[src/sv/flsc_pkg.sv]
// Shared types and constants of the frequency load shedding controller.
package flsc_pkg;

  localparam int FREQ_W  = 22;
  localparam int SUM_W   = 23;
  localparam int DVD_W   = 67;
  localparam int DVS_W   = 32;
  localparam int MULA_W  = 44;
  localparam int MULB_W  = 22;
  localparam int STEP_W  = 7;

  localparam logic [FREQ_W-1:0] FREQ_SCALE = 22'd4096000;

  localparam logic [14:0] LOW_FREQ_RST   = 15'd12544;
  localparam logic [14:0] RATE_THR_RST   = 15'd2560;
  localparam logic [15:0] UNSTABLE_RST   = 16'd500;
  localparam logic [15:0] STABLE_RST     = 16'd500;

  localparam logic [STEP_W-1:0] FDIV_STEPS = 7'd22;
  localparam logic [STEP_W-1:0] RDIV_STEPS = 7'd67;

  typedef enum logic [1:0] {
    CMD_SAMPLE = 2'd0,
    CMD_SWITCH = 2'd1,
    CMD_TICK   = 2'd2,
    CMD_MAINT  = 2'd3
  } cmd_t;

  typedef enum logic [1:0] {
    REG_LOW_FREQ = 2'd0,
    REG_RATE     = 2'd1,
    REG_UNSTABLE = 2'd2,
    REG_STABLE   = 2'd3
  } cfg_reg_t;

endpackage

[src/sv/flsc_div.sv]
// Restoring divider, one quotient bit per cycle.
module flsc_div import flsc_pkg::*; #(
  parameter int DW = 67,
  parameter int VW = 32
) (
  input  logic              clk,
  input  logic              rst_n,
  input  logic              start,
  input  logic [DW-1:0]     dividend,
  input  logic [VW-1:0]     divisor,
  input  logic [STEP_W-1:0] steps,
  output logic              done,
  output logic [DW-1:0]     quotient
);

  logic [VW-1:0]     rem_r, rem_nxt;
  logic [DW-1:0]     quo_r, quo_nxt;
  logic [VW-1:0]     dvs_r;
  logic [STEP_W-1:0] cnt_r, cnt_nxt;
  logic              busy_r, busy_nxt, done_r, done_nxt;
  logic [VW:0]       trial, diff;

  assign trial = {rem_r, quo_r[DW-1]};
  assign diff  = trial - {1'b0, dvs_r};

  always_comb begin
    rem_nxt  = rem_r;
    quo_nxt  = quo_r;
    cnt_nxt  = cnt_r;
    busy_nxt = busy_r;
    done_nxt = 1'b0;
    if (start) begin
      rem_nxt  = '0;
      quo_nxt  = dividend;
      cnt_nxt  = steps;
      busy_nxt = 1'b1;
    end else if (busy_r) begin
      // subtract where it fits, shift the quotient bit in
      if (!diff[VW]) begin
        rem_nxt = diff[VW-1:0];
        quo_nxt = {quo_r[DW-2:0], 1'b1};
      end else begin
        rem_nxt = trial[VW-1:0];
        quo_nxt = {quo_r[DW-2:0], 1'b0};
      end
      cnt_nxt = cnt_r - 1'b1;
      if (cnt_r == STEP_W'(1)) begin
        busy_nxt = 1'b0;
        done_nxt = 1'b1;
      end
    end
  end

  always_ff @(posedge clk) begin
    if (!rst_n) begin
      busy_r <= 1'b0;
      done_r <= 1'b0;
      cnt_r  <= '0;
    end else begin
      busy_r <= busy_nxt;
      done_r <= done_nxt;
      cnt_r  <= cnt_nxt;
    end
    rem_r <= rem_nxt;
    quo_r <= quo_nxt;
    if (start) dvs_r <= divisor;
  end

  assign done     = done_r;
  assign quotient = quo_r;

endmodule

[src/sv/flsc_mul.sv]
// Shift-and-add multiplier, one multiplier bit per cycle.
module flsc_mul import flsc_pkg::*; #(
  parameter int AW = 44,
  parameter int BW = 22
) (
  input  logic             clk,
  input  logic             rst_n,
  input  logic             start,
  input  logic [AW-1:0]    op_a,
  input  logic [BW-1:0]    op_b,
  output logic             done,
  output logic [AW+BW-1:0] product
);

  localparam int PW = AW + BW;

  logic [PW-1:0]     acc_r, acc_nxt, mcand_r, mcand_nxt;
  logic [BW-1:0]     mplier_r, mplier_nxt;
  logic [STEP_W-1:0] cnt_r, cnt_nxt;
  logic              busy_r, busy_nxt, done_r, done_nxt;

  always_comb begin
    acc_nxt    = acc_r;
    mcand_nxt  = mcand_r;
    mplier_nxt = mplier_r;
    cnt_nxt    = cnt_r;
    busy_nxt   = busy_r;
    done_nxt   = 1'b0;
    if (start) begin
      acc_nxt    = '0;
      mcand_nxt  = PW'(op_a);
      mplier_nxt = op_b;
      cnt_nxt    = STEP_W'(BW);
      busy_nxt   = 1'b1;
    end else if (busy_r) begin
      if (mplier_r[0]) acc_nxt = acc_r + mcand_r;
      mcand_nxt  = {mcand_r[PW-2:0], 1'b0};
      mplier_nxt = {1'b0, mplier_r[BW-1:1]};
      cnt_nxt    = cnt_r - 1'b1;
      if (cnt_r == STEP_W'(1)) begin
        busy_nxt = 1'b0;
        done_nxt = 1'b1;
      end
    end
  end

  always_ff @(posedge clk) begin
    if (!rst_n) begin
      busy_r <= 1'b0;
      done_r <= 1'b0;
      cnt_r  <= '0;
    end else begin
      busy_r <= busy_nxt;
      done_r <= done_nxt;
      cnt_r  <= cnt_nxt;
    end
    acc_r    <= acc_nxt;
    mcand_r  <= mcand_nxt;
    mplier_r <= mplier_nxt;
  end

  assign done    = done_r;
  assign product = acc_r;

endmodule

[src/sv/frequency_load_shedding_controller.sv]
// Top level of the under-frequency load shedding controller.
//
//  channel  direction  handshake              payload
//  in_      input      in_valid / in_ready    cmd, period_count, switches
//  out_     output     out_valid / out_ready  load_on, shed_loads, shedding, managing,
//                                             frequency, rate_of_change
//  cfg_     input      cfg_valid / cfg_ready  cfg_index, cfg_data
//
// One item at a time.
// Switch, tick and maintenance items pass through accept, apply and load.
// A frequency sample passes through accept, the period division, prepare, two
// passes of the bit-serial multiplier, the rate division, apply and load; a zero
// count skips the period division.
// Reset is synchronous, active low, and clears all control state at once.
// A result held on a stalled output blocks the next item only at its own finish.
module frequency_load_shedding_controller import flsc_pkg::*; #(
  parameter int NUM_LOADS   = 5,
  parameter int COUNT_WIDTH = 16
) (
  input  logic               clk,
  input  logic               rst_n,
  input  logic               in_valid,
  output logic               in_ready,
  input  logic [1:0]         in_cmd,
  input  logic [15:0]        in_period_count,
  input  logic [4:0]         in_switches,
  output logic               out_valid,
  input  logic               out_ready,
  output logic [4:0]         out_load_on,
  output logic [4:0]         out_shed_loads,
  output logic               out_shedding,
  output logic               out_managing,
  output logic [21:0]        out_frequency,
  output logic signed [31:0] out_rate_of_change,
  input  logic               cfg_valid,
  output logic               cfg_ready,
  input  logic [1:0]         cfg_index,
  input  logic [15:0]        cfg_data
);

  typedef enum logic [2:0] {
    S_IDLE, S_FDIV, S_PREP, S_MUL1, S_MUL2, S_RDIV, S_APPLY, S_RESP
  } state_t;

  state_t state_r, state_nxt;

  // configuration
  logic [14:0] low_thr_r, rate_thr_r;
  logic [15:0] unst_dly_r, stab_dly_r;

  // relay state
  logic [NUM_LOADS-1:0] status_r, status_nxt, snap_r, snap_nxt;
  logic                 shed_r, shed_nxt, manage_r, manage_nxt;
  logic [FREQ_W-1:0]    prev_f_r, prev_f_nxt, f_r, f_nxt;
  logic [31:0]          rate_r, rate_nxt, qs_r, qs_nxt;
  logic [31:0]          time_r, time_nxt, ut0_r, ut0_nxt, st0_r, st0_nxt;
  logic                 urun_r, urun_nxt, srun_r, srun_nxt;
  logic                 neg_r, neg_nxt;
  cmd_t                 cmd_r, cmd_nxt;
  logic [NUM_LOADS-1:0] sw_r, sw_nxt;

  logic              out_valid_r;
  logic [4:0]        out_load_r, out_shedl_r;
  logic              out_shed_r, out_man_r;
  logic [21:0]       out_freq_r;
  logic [31:0]       out_rate_r;

  // serial units
  logic              div_start, div_done, mul_start, mul_done;
  logic [DVD_W-1:0]  div_dvd, div_q;
  logic [DVS_W-1:0]  div_dvs;
  logic [STEP_W-1:0] div_steps;
  logic [MULA_W-1:0] mul_a;
  logic [MULB_W-1:0] mul_b;
  logic [MULA_W+MULB_W-1:0] mul_p;

  logic [COUNT_WIDTH-1:0] count;
  logic [SUM_W-1:0]       sum;
  logic [FREQ_W-1:0]      mag;
  logic                   in_acc;

  flsc_div #(.DW(DVD_W), .VW(DVS_W)) u_div (
    .clk, .rst_n, .start(div_start), .dividend(div_dvd), .divisor(div_dvs),
    .steps(div_steps), .done(div_done), .quotient(div_q)
  );

  flsc_mul #(.AW(MULA_W), .BW(MULB_W)) u_mul (
    .clk, .rst_n, .start(mul_start), .op_a(mul_a), .op_b(mul_b),
    .done(mul_done), .product(mul_p)
  );

  assign in_ready  = (state_r == S_IDLE);
  assign in_acc    = in_valid && in_ready;
  assign cfg_ready = 1'b1;
  assign count     = COUNT_WIDTH'(in_period_count);
  assign sum       = {1'b0, f_r} + {1'b0, prev_f_r};
  assign mag       = (prev_f_r > f_r) ? (prev_f_r - f_r) : (f_r - prev_f_r);

  // operand selection for the shared units
  always_comb begin
    div_start = 1'b0;
    div_dvd   = {FREQ_SCALE, (DVD_W-FREQ_W)'(0)};
    div_dvs   = DVS_W'(count);
    div_steps = FDIV_STEPS;
    mul_start = 1'b0;
    mul_a     = MULA_W'(mag);
    mul_b     = f_r;
    if (state_r == S_IDLE) begin
      div_start = in_acc && (cmd_t'(in_cmd) == CMD_SAMPLE) && (count != '0);
    end else if (state_r == S_PREP) begin
      mul_start = (sum != '0);
    end else if (state_r == S_MUL1) begin
      mul_start = mul_done;
      mul_a     = mul_p[MULA_W-1:0];
      mul_b     = prev_f_r;
    end else if (state_r == S_MUL2) begin
      div_start = mul_done;
      div_dvd   = {mul_p, 1'b0};
      div_dvs   = {1'b0, sum, 8'd0};
      div_steps = RDIV_STEPS;
    end
  end

  // sequencing and relay logic
  always_comb begin
    logic [NUM_LOADS-1:0] cand, pick;
    logic                 found, unstable;
    logic [31:0]          qv;
    state_nxt  = state_r;
    status_nxt = status_r;
    snap_nxt   = snap_r;
    shed_nxt   = shed_r;
    manage_nxt = manage_r;
    prev_f_nxt = prev_f_r;
    f_nxt      = f_r;
    rate_nxt   = rate_r;
    qs_nxt     = qs_r;
    neg_nxt    = neg_r;
    time_nxt   = time_r;
    ut0_nxt    = ut0_r;
    st0_nxt    = st0_r;
    urun_nxt   = urun_r;
    srun_nxt   = srun_r;
    cmd_nxt    = cmd_r;
    sw_nxt     = sw_r;
    cand       = '0;
    pick       = '0;
    found      = 1'b0;
    unstable   = 1'b0;
    qv         = '0;
    case (state_r)
      S_IDLE: begin
        if (in_acc) begin
          cmd_nxt = cmd_t'(in_cmd);
          sw_nxt  = NUM_LOADS'(in_switches);
          if (cmd_t'(in_cmd) != CMD_SAMPLE) begin
            state_nxt = S_APPLY;
          end else if (count == '0) begin
            f_nxt     = FREQ_SCALE;
            state_nxt = S_PREP;
          end else begin
            state_nxt = S_FDIV;
          end
        end
      end
      S_FDIV: begin
        if (div_done) begin
          f_nxt     = div_q[FREQ_W-1:0];
          state_nxt = S_PREP;
        end
      end
      S_PREP: begin
        neg_nxt = prev_f_r > f_r;
        if (sum == '0) begin
          qs_nxt    = '0;
          state_nxt = S_APPLY;
        end else begin
          state_nxt = S_MUL1;
        end
      end
      S_MUL1: begin
        if (mul_done) state_nxt = S_MUL2;
      end
      S_MUL2: begin
        if (mul_done) state_nxt = S_RDIV;
      end
      S_RDIV: begin
        if (div_done) begin
          // saturate the magnitude: 2^31 for a fall, 2^31-1 for a rise
          if (|div_q[DVD_W-1:31]) qs_nxt = neg_r ? 32'h8000_0000 : 32'h7FFF_FFFF;
          else                    qs_nxt = div_q[31:0];
          state_nxt = S_APPLY;
        end
      end
      S_APPLY: begin
        case (cmd_r)
          CMD_SAMPLE: begin
            qv         = qs_r;
            rate_nxt   = neg_r ? (32'd0 - qv) : qv;
            prev_f_nxt = f_r;
            if (manage_r) begin
              unstable = (f_r < FREQ_W'(low_thr_r)) || (qv > 32'(rate_thr_r));
              if (unstable) begin
                if (!shed_r) begin
                  snap_nxt   = status_r;
                  shed_nxt   = 1'b1;
                  status_nxt = status_r & (status_r - 1'b1);
                end
                srun_nxt = 1'b0;
                if (!urun_r) begin
                  urun_nxt = 1'b1;
                  ut0_nxt  = time_r;
                end
              end else begin
                if (!srun_r) begin
                  srun_nxt = 1'b1;
                  st0_nxt  = time_r;
                end
                urun_nxt = 1'b0;
              end
              // further shed after continued instability
              if (urun_nxt && (time_r - ut0_nxt) >= 32'(unst_dly_r)) begin
                status_nxt = status_nxt & (status_nxt - 1'b1);
                urun_nxt   = 1'b0;
              end
              // restore the highest snapshotted load after continued stability
              if (srun_nxt && (time_r - st0_nxt) >= 32'(stab_dly_r)) begin
                srun_nxt = 1'b0;
                if (shed_nxt) begin
                  cand = snap_nxt & ~status_nxt;
                  for (int i = NUM_LOADS - 1; i >= 0; i--) begin
                    if (!found && cand[i]) begin
                      pick[i] = 1'b1;
                      found   = 1'b1;
                    end
                  end
                  status_nxt = status_nxt | pick;
                  if (status_nxt == snap_nxt) shed_nxt = 1'b0;
                end
              end
            end
          end
          CMD_SWITCH: begin
            if (shed_r) begin
              status_nxt = status_r & sw_r;
              snap_nxt   = snap_r & sw_r;
            end else begin
              status_nxt = sw_r;
            end
          end
          CMD_TICK: time_nxt = time_r + 32'd1;
          default: begin
            shed_nxt   = 1'b0;
            manage_nxt = !manage_r;
          end
        endcase
        state_nxt = S_RESP;
      end
      S_RESP: begin
        if (!out_valid_r || out_ready) state_nxt = S_IDLE;
      end
      default: state_nxt = S_IDLE;
    endcase
  end

  always_ff @(posedge clk) begin
    if (!rst_n) begin
      state_r     <= S_IDLE;
      low_thr_r   <= LOW_FREQ_RST;
      rate_thr_r  <= RATE_THR_RST;
      unst_dly_r  <= UNSTABLE_RST;
      stab_dly_r  <= STABLE_RST;
      status_r    <= '0;
      snap_r      <= '0;
      shed_r      <= 1'b0;
      manage_r    <= 1'b0;
      prev_f_r    <= '0;
      rate_r      <= '0;
      time_r      <= '0;
      ut0_r       <= '0;
      st0_r       <= '0;
      urun_r      <= 1'b0;
      srun_r      <= 1'b0;
      out_valid_r <= 1'b0;
    end else begin
      state_r  <= state_nxt;
      status_r <= status_nxt;
      snap_r   <= snap_nxt;
      shed_r   <= shed_nxt;
      manage_r <= manage_nxt;
      prev_f_r <= prev_f_nxt;
      rate_r   <= rate_nxt;
      time_r   <= time_nxt;
      ut0_r    <= ut0_nxt;
      st0_r    <= st0_nxt;
      urun_r   <= urun_nxt;
      srun_r   <= srun_nxt;
      if (cfg_valid) begin
        case (cfg_reg_t'(cfg_index))
          REG_LOW_FREQ: low_thr_r  <= cfg_data[14:0];
          REG_RATE:     rate_thr_r <= cfg_data[14:0];
          REG_UNSTABLE: unst_dly_r <= cfg_data;
          default:      stab_dly_r <= cfg_data;
        endcase
      end
      // drop the result once transferred, load a new one when the slot is free
      if (state_r == S_RESP && (!out_valid_r || out_ready)) out_valid_r <= 1'b1;
      else if (out_ready) out_valid_r <= 1'b0;
    end
    f_r     <= f_nxt;
    qs_r    <= qs_nxt;
    neg_r   <= neg_nxt;
    cmd_r   <= cmd_nxt;
    sw_r    <= sw_nxt;
    if (state_r == S_RESP && (!out_valid_r || out_ready)) begin
      out_load_r  <= 5'(status_r);
      out_shedl_r <= shed_r ? 5'(snap_r & ~status_r) : 5'd0;
      out_shed_r  <= shed_r;
      out_man_r   <= manage_r;
      out_freq_r  <= prev_f_r;
      out_rate_r  <= rate_r;
    end
  end

  assign out_valid          = out_valid_r;
  assign out_load_on        = out_load_r;
  assign out_shed_loads     = out_shedl_r;
  assign out_shedding       = out_shed_r;
  assign out_managing       = out_man_r;
  assign out_frequency      = out_freq_r;
  assign out_rate_of_change = out_rate_r;

endmodule

[config.mk]
export PLATFORM = sky130hd
export DESIGN_NAME = frequency_load_shedding_controller
export DESIGN_NICKNAME = d
export VERILOG_FILES = /design/src/sv/flsc_pkg.sv /design/src/sv/flsc_div.sv /design/src/sv/flsc_mul.sv /design/src/sv/frequency_load_shedding_controller.sv
export SDC_FILE = /design/constraint.sdc
export NUM_CORES = 2
export LEC_CHECK = 0
export BUFFER_PORTS_ARGS = -buffer_cell sky130_fd_sc_hd__buf_2
export CAP_MARGIN = 10
export CORE_MARGIN = 2
export CORE_UTILIZATION = 50
export CTS_CLUSTER_SIZE = 24
export DETAILED_ROUTE_END_ITERATION = 8
export GPL_ROUTABILITY_DRIVEN = 0
export GPL_TIMING_DRIVEN = 0
export PLACE_DENSITY = 0.66
export SLEW_MARGIN = 20
export SYNTH_ARGS = -nofsm -noshare
export SYNTH_HDL_FRONTEND = slang
export SYNTH_SLANG_ARGS = --single-unit
[constraint.sdc]
create_clock -name clk -period 21.3 [get_ports clk]
set_input_delay 1.065 -clock clk [delete_from_list [all_inputs] [get_ports clk]]
set_output_delay 1.065 -clock clk [all_outputs]
set_load 0.02 [all_outputs]
==> out/metrics.yaml <==
sta:
  finClkSkew_ns: 0.0195
  period_share_pct: 51.4
  slew_headroom_pct: 19.9
  tightestPinTransition_ns: 1.20
  max_freq_mhz: 91.3
  min_period_ns: 10.95
  setup_tns_ns: 0
  fin_ws_ns: 10.35
  finalSetupViolCount: 0
  rsz0062_at_grt: "no"
  whs_ns: 0.432
  hold_violations: 0
  slew_violations: 0
logic_synthesis:
  synth_warnings: 0
  synth_top_family_by_area: "compound AO/OA/AOI/OAI gates"
  synthCells: 4682
  yosysSeqAreaShare_pct: 39.5
  syn_area_um2: 40900
  yosys.area_share.adder_pct: 9.32
  synthArstFlopShare_pct: 0
  yosys.area_share.simple_pct: 18.7
  synth_compound_area_share_pct: 19.9
  synth_xor_area_share_pct: 4.86
  synth_ff_type: "dfxtp_1"
  synth_edf_count: 292
  syn_nets: 5026
  yosysUniqueCellTypes: 99
  avgSynthCellArea_um2: 8.73
  ys_ff_latch: 660
  synth_mux_area_share_pct: 3.34
layout:
  layout_commonest_cell: "nand2_1"
  final_util_pct: 56.4
  fin_cells: 6001
  fill_cells: 7424
  layout_common_cells: "nand2_1, dfxtp_1, nor2_1, a21oi_1, edfxtp_1"
  fin_nets: 5222
  synthToLayoutAreaGrowth_pct: 11.4
  drive_gt1_share_pct: 6.23
grt:
  grt_max_degree: 58
  overflow: 0
  grt_pass1_wl_um: 185000
  grt_util_all_layers_pct: 27.4
  grt_pass1_vias: 33200
  antenna_found_initial: 6
clock_tree:
  cts.sinks: 660
  clkTransAtPathRegs_ns: 0.06
  cts_made_buffers: 75
  clockBufferDepth: 3
  cts_hold_buf: 0
  cts_tree: "yes"
  cts-root-buf: "clkbuf_16"
  clock_latency_ns: 0.63
  post-cts-setup-buffer-count: 0
  h-tree-depth: 3
  cts.repair.resized: 0
route:
  firstDrtPassIters: 8
  drcViolationCount: 0
  drtAntennaViolNets: 0
  routed_wl_um: 117000
  viasPerCell: 5.84
  vias: 35100
  avgRoutedWirePerCell_um: 19.5
  drtIter0Drc: 2895
placed_design:
  dpl.hpwl_um: 89400
  io_buffers: 110
  placedCellCount: 5861
  pre_cts_ws_ns: 10.61
power:
  max-vdd-ir-drop_mv: 0.0924
  p_leak_nw: 19.4
  pwr_density_cell_nw_per_um2: 101
die:
  fp.dieW_um: 290
  die_y_um: 290
  fp.dieArea_um2: 84100
  core_area_um2: 80700
  initial_core_util_pct: 50.7
  num_rows: 104
  io_pins: 115
setup_path:
  reg2reg_slack_ns: 10.35
  crit_path_end_kind: "flop"
  start_kind: "flop"
  slowest_delay_ns: 0.80
  critPathRequiredTime_ns: 21.84
  cp_slowest_cell: "nor4bb_1"
  arrival_ns: 11.49
  cp_max_fo: 10
  crit_type: "reg -> reg"
min_path:
  holdCritPathClass: "reg -> reg"
job:
  drv_cap: 0
status:
  status: "finished, final reports clean"
per-stage QoR:
step,power [W],cell area [um^2]
2_1_floorplan,0.00285,40900
3_3_place_gp,0.00324,42800
3_5_place_dp,0.00326,43000
4_1_cts,0.00461,45500
5_1_grt,0.00487,45500
6_report,0.00460,45500
sequential cells by signal, summed over array words and instances, names as in the netlist, 22 cells and up:
signal / flops
f_r: 22
u_mul.product: 66
prev_f_r: 22
u_div.rem_r: 32
out_frequency: 22
u_mul.mcand_r: 66
time_r: 32
qs_r: 32
u_div.dvs_r: 31
ut0_r: 32
u_div.quotient: 67
out_rate_of_change: 32
rate_r: 32
u_mul.mplier_r: 22
st0_r: 32
per-layer routing:
metal | up-vias | GRT usage [%] | part of all wire (%)
met2 | 1042 | 46.3 | 47
met3 | 188 | 3.24 | 5.4
met5 | - | 0 | 0.017
li1 | 17100 | - | -
met4 | 4 | 9.13 | 3.1
met1 | 16800 | 36.5 | 44
synth_stat cells, types with 28 or more instances:
| cell type | count | area (um^2) |
|---|---|---|
| nand2_1 | 743 | 2790 |
| dfxtp_1 | 368 | 7370 |
| nor2_1 | 314 | 1180 |
| a21oi_1 | 308 | 1540 |
| edfxtp_1 | 292 | 8770 |
| ha_1 | 291 | 3640 |
| o21ai_0 | 270 | 1350 |
| inv_1 | 228 | 856 |
| clkbuf_1 | 225 | 845 |
| xnor2_1 | 143 | 1250 |
| mux2i_1 | 127 | 1270 |
| nand3_1 | 110 | 551 |
| a21o_1 | 105 | 788 |
| a21boi_0 | 97 | 728 |
| and2_1 | 91 | 569 |
| xor2_1 | 84 | 736 |
| o211a_1 | 80 | 801 |
| nor3_1 | 73 | 365 |
| o21a_1 | 60 | 450 |
| a31oi_1 | 54 | 338 |
| nand2b_1 | 53 | 332 |
| nor2b_1 | 49 | 307 |
| nand4_1 | 40 | 250 |
| nor4_1 | 38 | 238 |
| o211ai_1 | 35 | 263 |
| a211oi_1 | 33 | 248 |
| or3_1 | 32 | 200 |
| and3_1 | 28 | 175 |
cell type report:
class	instances	area, um^2	share of cell area [%]
diodes	1	2.50	0.00550
plain buffers	241	910	2.00
clock buffers	103	2160	4.74
clock inverters	36	375	0.824
inverters	229	860	1.89
multi-input cells	3552	23000	50.6
flip-flops and latches	660	16100	35.4
well taps	1060	1330	2.91
repair buffers	119	738	1.62
final timing paths:
path | end | from | depth (start not counted)
setup / recovery | status_r[0]$_SDFFE_PN0P_ | f_r[16]$_SDFFCE_PN0P_ | 35
setup reg to reg | status_r[0]$_SDFFE_PN0P_ | f_r[16]$_SDFFCE_PN0P_ | 35
hold reg to reg | out_load_on[2]$_DFFE_PP_ | status_r[2]$_SDFFE_PN0P_ | 0
hold / removal | out_load_on[2]$_DFFE_PP_ | status_r[2]$_SDFFE_PN0P_ | 0
critical path, delay by kind of cell (launching register included):
kind / cells / cell delay (ns)
and+or+nand+nor: 14 / 4.68
AOI/OAI and AO/OA: 14 / 3.43
buffers and inverters: 2 / 0.87
adders and majority gates: 3 / 0.84
DFF: 1 / 0.54
muxes: 1 / 0.38
xor gates and xnor gates: 1 / 0.16
logic make-up (layout without fill, tap and decap cells):
logic type / Yosys count / after routing
mux: 135 / 135
simple gates: 1658 / 1658
compound gates: 1230 / 1230
xor+xnor: 227 / 227
other cells: 1 / 2
flops: 660 / 660
buf+inv: 470 / 728
fa+ha+maj: 301 / 301
report_power, final:
group          leakage (nW)  internal [W]  switching [W]
combinational          12.5      0.000589       0.000947
clock                  1.23      0.000786       0.000551
sequential             5.65       0.00159       0.000145
total                  19.4       0.00296        0.00164
Power figures use the tool's default switching activity.
